[src/sv/bounded_ordered_list_top_macros.svh]
// Assertion helpers; the module that uses them supplies clk and rst.
`ifndef BOUNDED_ORDERED_LIST_TOP_MACROS_SVH
`define BOUNDED_ORDERED_LIST_TOP_MACROS_SVH

// Same-cycle implication.
`define BOL_CHECK_IMP(label, cond, conseq, msg) \
  label: assert property (@(posedge clk) disable iff (rst) (cond) |-> (conseq)) \
    else $error(msg);

// Next-cycle implication.
`define BOL_CHECK_NXT(label, cond, conseq, msg) \
  label: assert property (@(posedge clk) disable iff (rst) (cond) |=> (conseq)) \
    else $error(msg);

`endif

[src/sv/bol_pkg.sv]
`timescale 1ns / 1ps

package bol_pkg;

  localparam int CAPACITY_DEF = 16;
  localparam int VALUE_W      = 32;
  localparam int COUNT_W      = 5;

  typedef logic [1:0]                cmd_t;
  typedef logic [1:0]                status_t;
  typedef logic signed [VALUE_W-1:0] value_t;
  typedef logic [COUNT_W-1:0]        count_t;

  localparam cmd_t CMD_INSERT       = 2'd0;
  localparam cmd_t CMD_REMOVE_FRONT = 2'd1;
  localparam cmd_t CMD_REMOVE_BACK  = 2'd2;
  localparam cmd_t CMD_DELETE_VALUE = 2'd3;

  localparam status_t ST_OK        = 2'd0;
  localparam status_t ST_EMPTY     = 2'd1;
  localparam status_t ST_NOT_FOUND = 2'd2;
  localparam status_t ST_FULL      = 2'd3;

endpackage

[src/sv/bol_if.sv]
`timescale 1ns / 1ps

interface bol_req_if import bol_pkg::*; ();
  logic   valid;
  logic   ready;
  cmd_t   cmd;
  value_t item_value;

  modport source (output valid, output cmd, output item_value, input ready);
  modport sink   (input valid, input cmd, input item_value, output ready);
endinterface

interface bol_res_if import bol_pkg::*; ();
  logic    valid;
  logic    ready;
  count_t  entry_count;
  status_t status;

  modport source (output valid, output entry_count, output status, input ready);
  modport sink   (input valid, input entry_count, input status, output ready);
endinterface

[src/sv/bounded_ordered_list_top.sv]
`timescale 1ns / 1ps
`include "bounded_ordered_list_top_macros.svh"

// Bounded ordered list of signed 32-bit values, up to CAPACITY entries.
// Channel req carries a request: cmd (insert at front, remove front,
// remove back, delete first matching value) and item_value. Channel res
// returns one result per request: entry_count after the request and a
// status (ok, empty, not found, full).
// The list sits in a circular buffer with a head pointer, held in one
// memory with a single write port and a registered read port.
// Insert and both removes go from acceptance through S_DONE to the
// output register. Delete-value scans from the front one entry per
// cycle through the read port, then moves each later entry up by one,
// one per cycle.
// req.ready is high only while no request is in work, so one request is
// worked on at a time: the next request can be taken as soon as the
// result is issued.
// A finished result waits in the output register
// while the next request is accepted; if res stalls, the following
// result holds in the sequencer until the register frees.
// Reset empties the list at once; no clearing pass is needed.
module bounded_ordered_list_top import bol_pkg::*; #(
  parameter int CAPACITY = CAPACITY_DEF
) (
  input logic       clk,
  input logic       rst,
  bol_req_if.sink   req,
  bol_res_if.source res
);

  localparam int AW = $clog2(CAPACITY);
  localparam int CW = $clog2(CAPACITY + 1);

  localparam logic [1:0] S_IDLE  = 2'd0;
  localparam logic [1:0] S_SCAN  = 2'd1;
  localparam logic [1:0] S_SHIFT = 2'd2;
  localparam logic [1:0] S_DONE  = 2'd3;

  logic [1:0]    state;
  logic [CW-1:0] count;
  logic [AW-1:0] head;
  logic [AW-1:0] iss_ptr;
  logic [AW-1:0] chk_ptr;
  logic [AW-1:0] chk_idx;
  logic          chk_valid;
  logic [AW-1:0] left;
  value_t        value;
  status_t       res_st;
  logic          out_valid;
  count_t        out_count;
  status_t       out_status;

  value_t        mem [CAPACITY];
  value_t        rdata;

  logic          accept;
  logic          full;
  logic          match;
  logic          last_chk;
  logic          issue_live;
  logic          out_free;
  logic [CW-1:0] shift_n;
  logic [CW+COUNT_W-1:0] cnt_ext;
  logic          mem_we;
  logic [AW-1:0] mem_waddr;
  value_t        mem_wdata;

  function automatic logic [AW-1:0] wrap_inc(input logic [AW-1:0] p);
    return (p == AW'(CAPACITY - 1)) ? '0 : p + 1'b1;
  endfunction

  function automatic logic [AW-1:0] wrap_dec(input logic [AW-1:0] p);
    return (p == '0) ? AW'(CAPACITY - 1) : p - 1'b1;
  endfunction

  assign accept    = req.valid && req.ready;
  assign req.ready = (state == S_IDLE);
  assign full      = (count == CW'(CAPACITY));
  assign match     = chk_valid && (rdata == value);
  assign last_chk  = (chk_idx == AW'(count - 1'b1));
  assign out_free  = !out_valid || res.ready;
  assign shift_n   = count - 1'b1 - CW'(chk_idx);
  assign cnt_ext   = {{COUNT_W{1'b0}}, count};

  assign res.valid       = out_valid;
  assign res.entry_count = out_count;
  assign res.status      = out_status;

  // Keep reads flowing until the scan or the move has seen its last entry.
  always_comb begin
    issue_live = 1'b0;
    if (state == S_SCAN) begin
      issue_live = !(chk_valid && (match || last_chk));
    end else if (state == S_SHIFT) begin
      issue_live = !(chk_valid && left == AW'(1));
    end
  end

  always_comb begin
    mem_we    = 1'b0;
    mem_waddr = chk_ptr;
    mem_wdata = rdata;
    if (accept && req.cmd == CMD_INSERT && !full) begin
      mem_we    = 1'b1;
      mem_waddr = wrap_dec(head);
      mem_wdata = req.item_value;
    end else if (state == S_SHIFT && chk_valid) begin
      mem_we = 1'b1;
    end
  end

  always_ff @(posedge clk) begin
    if (mem_we) begin
      mem[mem_waddr] <= mem_wdata;
    end
    rdata <= mem[iss_ptr];
  end

  always_ff @(posedge clk) begin
    if (rst) begin
      state     <= S_IDLE;
      count     <= '0;
      head      <= '0;
      chk_valid <= 1'b0;
      out_valid <= 1'b0;
    end else begin
      chk_valid <= issue_live;
      if (state == S_DONE && out_free) begin
        out_valid <= 1'b1;
      end else if (res.ready) begin
        out_valid <= 1'b0;
      end
      unique case (state)
        S_IDLE: begin
          if (accept) begin
            value <= req.item_value;
            case (req.cmd)
              CMD_INSERT: begin
                state <= S_DONE;
                if (full) begin
                  res_st <= ST_FULL;
                end else begin
                  res_st <= ST_OK;
                  head   <= wrap_dec(head);
                  count  <= count + 1'b1;
                end
              end
              CMD_REMOVE_FRONT: begin
                state <= S_DONE;
                if (count == '0) begin
                  res_st <= ST_EMPTY;
                end else begin
                  res_st <= ST_OK;
                  head   <= wrap_inc(head);
                  count  <= count - 1'b1;
                end
              end
              CMD_REMOVE_BACK: begin
                state <= S_DONE;
                if (count == '0) begin
                  res_st <= ST_EMPTY;
                end else begin
                  res_st <= ST_OK;
                  count  <= count - 1'b1;
                end
              end
              default: begin
                if (count == '0) begin
                  res_st <= ST_NOT_FOUND;
                  state  <= S_DONE;
                end else begin
                  res_st  <= ST_OK;
                  state   <= S_SCAN;
                  iss_ptr <= head;
                  chk_ptr <= head;
                  chk_idx <= '0;
                end
              end
            endcase
          end
        end
        S_SCAN: begin
          if (chk_valid && match && shift_n != '0) begin
            iss_ptr <= wrap_inc(chk_ptr);
          end else begin
            iss_ptr <= wrap_inc(iss_ptr);
          end
          if (chk_valid) begin
            if (match) begin
              if (shift_n == '0) begin
                count <= count - 1'b1;
                state <= S_DONE;
              end else begin
                // chk_ptr stays as the write position for the move
                left  <= AW'(shift_n);
                state <= S_SHIFT;
              end
            end else if (last_chk) begin
              res_st <= ST_NOT_FOUND;
              state  <= S_DONE;
            end else begin
              chk_ptr <= wrap_inc(chk_ptr);
              chk_idx <= chk_idx + 1'b1;
            end
          end
        end
        S_SHIFT: begin
          iss_ptr <= wrap_inc(iss_ptr);
          if (chk_valid) begin
            chk_ptr <= wrap_inc(chk_ptr);
            left    <= left - 1'b1;
            if (left == AW'(1)) begin
              count <= count - 1'b1;
              state <= S_DONE;
            end
          end
        end
        S_DONE: begin
          if (out_free) begin
            out_count  <= cnt_ext[COUNT_W-1:0];
            out_status <= res_st;
            state      <= S_IDLE;
          end
        end
        default: state <= S_IDLE;
      endcase
    end
  end

  `BOL_CHECK_IMP(a_count_bound, 1'b1, count <= CW'(CAPACITY), "entry count above capacity")
  `BOL_CHECK_NXT(a_insert_count, accept && req.cmd == CMD_INSERT && !full,
                 count == $past(count) + 1'b1, "insert did not grow the list")
  `BOL_CHECK_IMP(a_shift_left, state == S_SHIFT, left != '0, "move running with nothing left")
  `BOL_CHECK_NXT(a_done_issue, state == S_DONE && out_free,
                 out_valid && state == S_IDLE, "finished result not issued")

endmodule
[src/flat_wrapper.sv]
// flat-port wrapper written by rule: the top's interface ports become plain ports
module bounded_ordered_list_top_flat import bol_pkg::*;
#(
  parameter int CAPACITY = CAPACITY_DEF
)
  (clk, rst, req_valid, req_cmd, req_item_value, req_ready, res_valid, res_entry_count, res_status, res_ready);
  bol_req_if req_i ();
  bol_res_if res_i ();
  input logic clk;
  input logic rst;
  input wire logic [$bits(req_i.valid)-1:0] req_valid;
  input wire logic [$bits(req_i.cmd)-1:0] req_cmd;
  input wire logic [$bits(req_i.item_value)-1:0] req_item_value;
  output wire logic [$bits(req_i.ready)-1:0] req_ready;
  output wire logic [$bits(res_i.valid)-1:0] res_valid;
  output wire logic [$bits(res_i.entry_count)-1:0] res_entry_count;
  output wire logic [$bits(res_i.status)-1:0] res_status;
  input wire logic [$bits(res_i.ready)-1:0] res_ready;
  assign req_i.valid = req_valid;
  assign req_i.cmd = req_cmd;
  assign req_i.item_value = req_item_value;
  assign req_ready = req_i.ready;
  assign res_valid = res_i.valid;
  assign res_entry_count = res_i.entry_count;
  assign res_status = res_i.status;
  assign res_i.ready = res_ready;
  bounded_ordered_list_top #(.CAPACITY(CAPACITY)) u_core (.clk(clk), .rst(rst), .req(req_i), .res(res_i));
endmodule
[config.mk]
export PLATFORM = sky130hd
export DESIGN_NAME = bounded_ordered_list_top_flat
export DESIGN_NICKNAME = d
export VERILOG_FILES = /design/src/sv/bol_pkg.sv /design/src/sv/bol_if.sv /design/src/sv/bounded_ordered_list_top.sv /design/src/flat_wrapper.sv
export VERILOG_INCLUDE_DIRS = /design/src /design/src/sv
export SDC_FILE = /design/constraint.sdc
export NUM_CORES = 1
export LEC_CHECK = 0
export ABC_CLOCK_PERIOD_IN_PS = 3700
export BUFFER_PORTS_ARGS = -buffer_cell sky130_fd_sc_hd__buf_2
export CORE_ASPECT_RATIO = 1.25
export CORE_MARGIN = 10
export CORE_UTILIZATION = 56
export CTS_CLUSTER_DIAMETER = 100
export DETAILED_ROUTE_END_ITERATION = 8
export GPL_TIMING_DRIVEN = 0
export PLACE_DENSITY = 0.73
export SYNTH_ARGS = -nofsm -noshare
export SYNTH_HDL_FRONTEND = slang
export SYNTH_SLANG_ARGS = --single-unit
export TNS_END_PERCENT = 20
[constraint.sdc]
create_clock -name clk -period 3.7 [get_ports clk]
set_input_delay 0 -clock clk [delete_from_list [all_inputs] [get_ports clk]]
set_output_delay 0 -clock clk [all_outputs]
set_load 0.01 [all_outputs]
Yosys cells after proc, flatten, opt, wreduce, memory -nomap -nowiden
Memories as Yosys holds them, arrays and structs flattened. A register that Yosys moved wholly into a read port is not among the register bits. Cells that the tools add are included.

Memories kept: 1. Bits in writable memories: 512. Register bits after elaboration: 70. Bits of input ports: 38.

Memories: u_core.mem (words 16, bits a word 32, read ports 1, clocked after Yosys merged registers in 1, write ports 1, RTL line bounded_ordered_list_top.sv:53) `value_t mem [CAPACITY];`.

Reduce and logical (&&, ||, !) cells: 39. Multiplexer cells: 69. Bitwise operators: 1. Add/sub/neg operators: 9. Equality and inequality tests: 31.

Operator list (count): 2-to-1 mux 4 bit (25); 2-to-1 mux 5 bit (8); == test 32 bit (1); 2-to-1 mux 32 bit (1); 2-to-1 mux 2 bit (15); case mux 4 bit (2 select lines) (3); case mux 4 bit (3 select lines) (2); inequality test 2 bit, second input constant (10); AND reduction 6 bit (3); adder 4 x 1 -> 4 bit, second input constant (4); case mux 5 bit (3 select lines) (1); == test 4 bit, second input constant (3); logical AND 1 bit (10); zero test 5 bit (2); 2-to-1 mux 1 bit (10); inequality test 2 x 1 -> 1 bit, second input constant (5); case mux 5 bit (2 select lines) (1); AND reduction 10 bit (1); AND reduction 5 bit (2); inequality test 3 bit, second input constant (3); AND reduction 9 bit (1); case mux 2 bit (2 select lines) (2); case mux 2 bit (4 select lines) (1); AND reduction 8 bit (1); 21 further kinds (34).

Longest topological paths before layout
Word-level depth: 7. Mapped depth: 11.

Worst setup path before layout
No wires, ideal clock.

Path kind: register -> register. Start point: register u_core.state[0]. End point: memory u_core.mem[10][0] (netlist name) (enable). Path slack: -24 ps. Path buffers: 3. Cell stages (with the launch flop): 9. Setup time: 421 ps. Data arrival time: 3303 ps. Data required time: 3279 ps. Cells stage by stage: dfxtp_1 inv_1 ha_1 clkbuf_1 and4_1 buf_2 buf_1 a31oi_1 nor2_1.

Word-level cells in the longest chain between the ends: 7. Elaborated cells between the ends (all ways): 11. Classes of those cells: eq/ne: 1; mux: 5; reduce/logical: 5.

Ends and longest elaborated chain: from (decl) (RTL line bounded_ordered_list_top.sv:39) `logic [1:0] state;`; from (signal assigned) (RTL line bounded_ordered_list_top.sv:121) `state <= S_IDLE;`; from (signal assigned) (RTL line bounded_ordered_list_top.sv:139) `state <= S_DONE;`; from (signal assigned) (RTL line bounded_ordered_list_top.sv:149) `state <= S_DONE;`; zero test 2 bit (*) (RTL line bounded_ordered_list_top.sv:77) `assign req.ready = (state == S_IDLE);`; named net req_ready (RTL line flat_wrapper.sv:14) `output wire logic [$bits(req_i.ready)-1:0] req_ready;`; logical AND 1 bit (*) (RTL line bounded_ordered_list_top.sv:76) `assign accept = req.valid && req.ready;`; logical AND 1 bit (*) (2 in series) (RTL line bounded_ordered_list_top.sv:103) `if (accept && req.cmd == CMD_INSERT && !full) begin`; 2-to-1 mux 1 bit (RTL line bounded_ordered_list_top.sv:103); 2-to-1 mux 1 bit (RTL line bounded_ordered_list_top.sv:113) `if (mem_we) begin`; 2-to-1 mux 1 bit (implied by the code) (RTL line bounded_ordered_list_top.sv:114) `mem[mem_waddr] <= mem_wdata;`; to (decl) (RTL line bounded_ordered_list_top.sv:53).

The timed path passes the listed nets; every way through them passes the cells marked *.

Worst setup path in the final report
Start point: register u_core.state[0]. End point: memory u_core.mem[6][13] (netlist name) (enable).

Word-level cells in the longest chain between the ends: 7. Elaborated cells between the ends (all ways): 11. Classes of those cells: eq/ne: 1; mux: 5; reduce/logical: 5.

Ends and longest elaborated chain (RTL line): zero test 2 bit (bounded_ordered_list_top.sv:77); logical AND 1 bit (bounded_ordered_list_top.sv:76); logical AND 1 bit (2 in series) (bounded_ordered_list_top.sv:103); 2-to-1 mux 1 bit (bounded_ordered_list_top.sv:103); 2-to-1 mux 1 bit (bounded_ordered_list_top.sv:113); 2-to-1 mux 1 bit (implied by the code) (bounded_ordered_list_top.sv:114).

Several ways; a longest one is shown, not always the timed one.

==> results by group <==
Run status
  • Run status: finished clean

Worst setup path
  • Critical Path AT: roughly 3.9 ns
  • RR Endpoint: u_core.mem[6][13]
  • R2R Setup Slk: 0.14 ns
  • CP bufs+invs: 3
  • CP max stage delay: 0.58 ns
  • Critical path launch point type: register
  • Worst Path Required: between 4 and 5 ns
  • Crit end category: register
  • WS Path Type: register to register
  • Critical path's slowest cell: nor2_4
  • Crit Path Max Fanout: 18
  • Worst path cell trace: inv_1 > ha_1 > clkbuf_1 > nand4_1 > a311o_1 > o21ai_0 > nand2_2 > nor2_4 > buf_12
  • Worst r2r src: u_core.state[0]
  • Top delay family on crit path: simple AND/OR/NAND/NOR gates
  • Worst reg2reg path depth: 9

GRT
  • Total GRT Usage: 0.233
  • Vias in the first global route: 14.3k
  • Global route total overflow: 0
  • Initial antenna violation count: 1
  • Largest net degree at the start of global routing: 26
  • First-pass GRT wire length: 91.0 mm

Power and ir drop
  • Cell Pwr Density: approximately 680 mW/mm^2
  • Peak supply drop: 0.000526 V
  • Leakage: 9.54 nW

Synth
  • Cell count after synthesis: ~1.4k
  • Top post-synthesis cells by count: 569 x edfxtp_1, 113 x mux2i_1, 79 x nand2_1
  • Synth area leaders: edfxtp_1 69%, mux4_2 5.9%, mux2i_1 4.6%
  • Top FF cell, synth: edfxtp_1
  • Yosys top cell by area: edfxtp_1
  • Post-synth EDFFs: 569
  • Async SR Flop Fraction: 0
  • Mapped cell area: 0.0246 mm^2
  • Synth warn: 0
  • Mapped Avg Cell Area: 17.3 um^2
  • Share of the synthesized area in the top cell type: 0.695
  • Library cells used by synthesis: 61
  • Sequential area share after synthesis: 0.731
  • Net count after synthesis: 1480
  • FF+latch count, synth: 614
  • Count leader, synth: edfxtp_1

Hold path
  • Min-Delay Endpoint: u_core.value[28]
  • Worst hold-check path type: input port to register
  • Hold Path Cell Cnt: 2
  • Worst min-delay path startpoint: req_item_value[28]

Layout
  • Ratio of cells with drive above 1 in the final layout: 0.208
  • Fin nets: 1656
  • P&R area growth vs syn: 16.0%
  • Design area: 0.0285 mm^2

STA
  • Fin. max-slew vios: 0
  • Slew @ Worst Pin: 1.28 ns
  • Relative slew slack: 0.148
  • Clock Skew: 0.0219 ns
  • Hold WS: between 0.09 and 0.1 ns
  • Minimum clock period: 3.56 ns
  • Crit share post-route: 0.963
  • Endpoints failing hold: 0
  • Fmax: 0.281 GHz
  • RSZ-0062 raised after global routing: yes
  • Setup violations, final: 0

Route
  • 1st-iter DRT viols: 1627
  • DR DRC count: 0
  • DRT Wirelength: 62.0 mm
  • Via/cell ratio: 6.36
  • First-pass DRT Iterations: 5
  • Antenna Violating Nets Remaining: 0
  • Routed len/inst: ~28 um
  • Via count: between 10k and 15k

Clocking
  • TritonCTS clock tree: built
  • CTS Sinks: 614
  • Clk Latency, worst-skew pair: about 0.63 ns
  • Htree depth: 2
  • CTS root buffer: clkbuf_16
  • Total CTS buffers: 57
  • Clock Path Buffers: 3
  • Clock transition at path regs: approximately 0.07 ns

Floorplanning
  • Boundary Pins: 47
  • Die W: 207 um
  • Die area: ~0.053 mm^2
  • CORE AREA: 0.0433 mm^2
  • Die height: 254 um
  • Initial Util: 0.568
  • FP Rows: 85

Flow run
  • Number of max-cap violations: 0

Placement
  • GP Congestion: 0.857
  • HPWL Detailed: 38.5 mm
  • Dpl cell area: 0.0260 mm^2
  • IO buf count: 46
## worst max path at each step
| stage | start | endpoint | slack, ns | cells after the start |
|---|---|---|---|---|
| 2_1_floorplan | u_core.state[0] | u_core.mem[10][0] | -0.02 | 8 |
| 3_3_place_gp | u_core.count[0] | u_core.mem[10][10] | -2.61 | 9 |
| 3_5_place_dp | u_core.count[0] | u_core.mem[11][10] | -0.84 | 10 |
| 4_1_cts | u_core.count[0] | u_core.mem[0][11] | -0.06 | 10 |
| 5_1_grt | u_core.state[0] | u_core.mem[6][31] | -0.02 | 9 |
| 6_report | u_core.state[0] | u_core.mem[6][13] | 0.14 | 9 |
## cells in the final DEF (no fill, tap or decap), types with 19 or more instances in the layout
cell	n
a21oi_1	52
a221oi_1	32
a22oi_1	34
buf_12	19
buf_2	64
clkbuf_1	53
clkbuf_16	59
dfxtp_1	44
dlygate4sd3_1	37
edfxtp_1	569
ha_1	21
inv_1	22
mux2_2	53
mux2i_1	113
mux4_2	64
nand2_1	78
nor2_1	32
nor2_4	19
o21ai_0	72
xnor2_1	40
## repair_timing
action	in CTS	in global routing
pin swaps	8	3
hold endpoints to repair	508	0
endpoints found under the setup margin	128	147
cloned	4	0
resized for setup	6	3
hold buffers	37	0
buffers inserted	9	3
## state kept, by name, indices dropped and copies added, names as in the netlist
name and flops:
u_core.iss_ptr 4, u_core.rdata 32, u_core.res.valid 1, u_core.res.status 2, u_core.head 4, u_core.chk_valid 1
u_core.value 32, u_core.chk_ptr 4, u_core.left 4, u_core.count 5, u_core.res_st 2, u_core.state 2
u_core.chk_idx 4, u_core.res.entry_count 5, u_core.mem 512
## kinds of logic after synthesis
kind of cell / count (synthesis) / share of synthesized area
flops: 614 / 0.731
mux: 231 / 0.129
compound gates: 229 / 0.0606
simple gates: 185 / 0.0347
buf+inv: 92 / 0.0153
xor+xnor: 47 / 0.0170
fa+ha+maj: 22 / 0.0115
## through the flow
step           std cells   util  TNS [ns]  total power [mW]  setup slack [ns]
6_report            2212  0.659         0              19.4             0.135
5_1_grt             2210  0.659    -0.248              20.1           -0.0219
4_1_cts             2206  0.658     -1.53              19.4           -0.0552
3_5_place_dp        2048  0.601    -91.12              13.5            -0.841
3_3_place_gp        2031  0.590  -1007.26              13.2             -2.61
2_1_floorplan       1420      -     -3.07              12.0           -0.0240
## metal layers
layer / routed length (um) / track usage / vias up
met2: 30600 / 0.391 / 754
met3: 5520 / 0.0540 / 180
met4: 3300 / 0.120 / 0
met1: 22600 / 0.278 / 7134
met5: 0 / 0 / -
li1: - / - / 6003
## power breakdown
group | switching [mW] | total [mW] | internal (mW)
Clock | 2.51 | 5.85 | 3.34
Combinational | 3.03 | 4.60 | 1.57
Sequential | 0.248 | 8.95 | 8.70
Total | 5.79 | 19.4 | 13.6
## area by class of cell
| type | count | area [um^2] |
|---|---|---|
| fillers | 2823 | 14800 |
| flip-flops and latches | 614 | 18000 |
| clock inverters | 24 | 181 |
| diodes | 2 | 5.00 |
| repair buffers | 113 | 1140 |
| plain buffers | 69 | 298 |
| well taps | 565 | 707 |
| inverters | 23 | 86.3 |
| clock buffers | 84 | 1710 |
| multi-input cells | 718 | 6410 |
(Power assumes the default switching activity.)
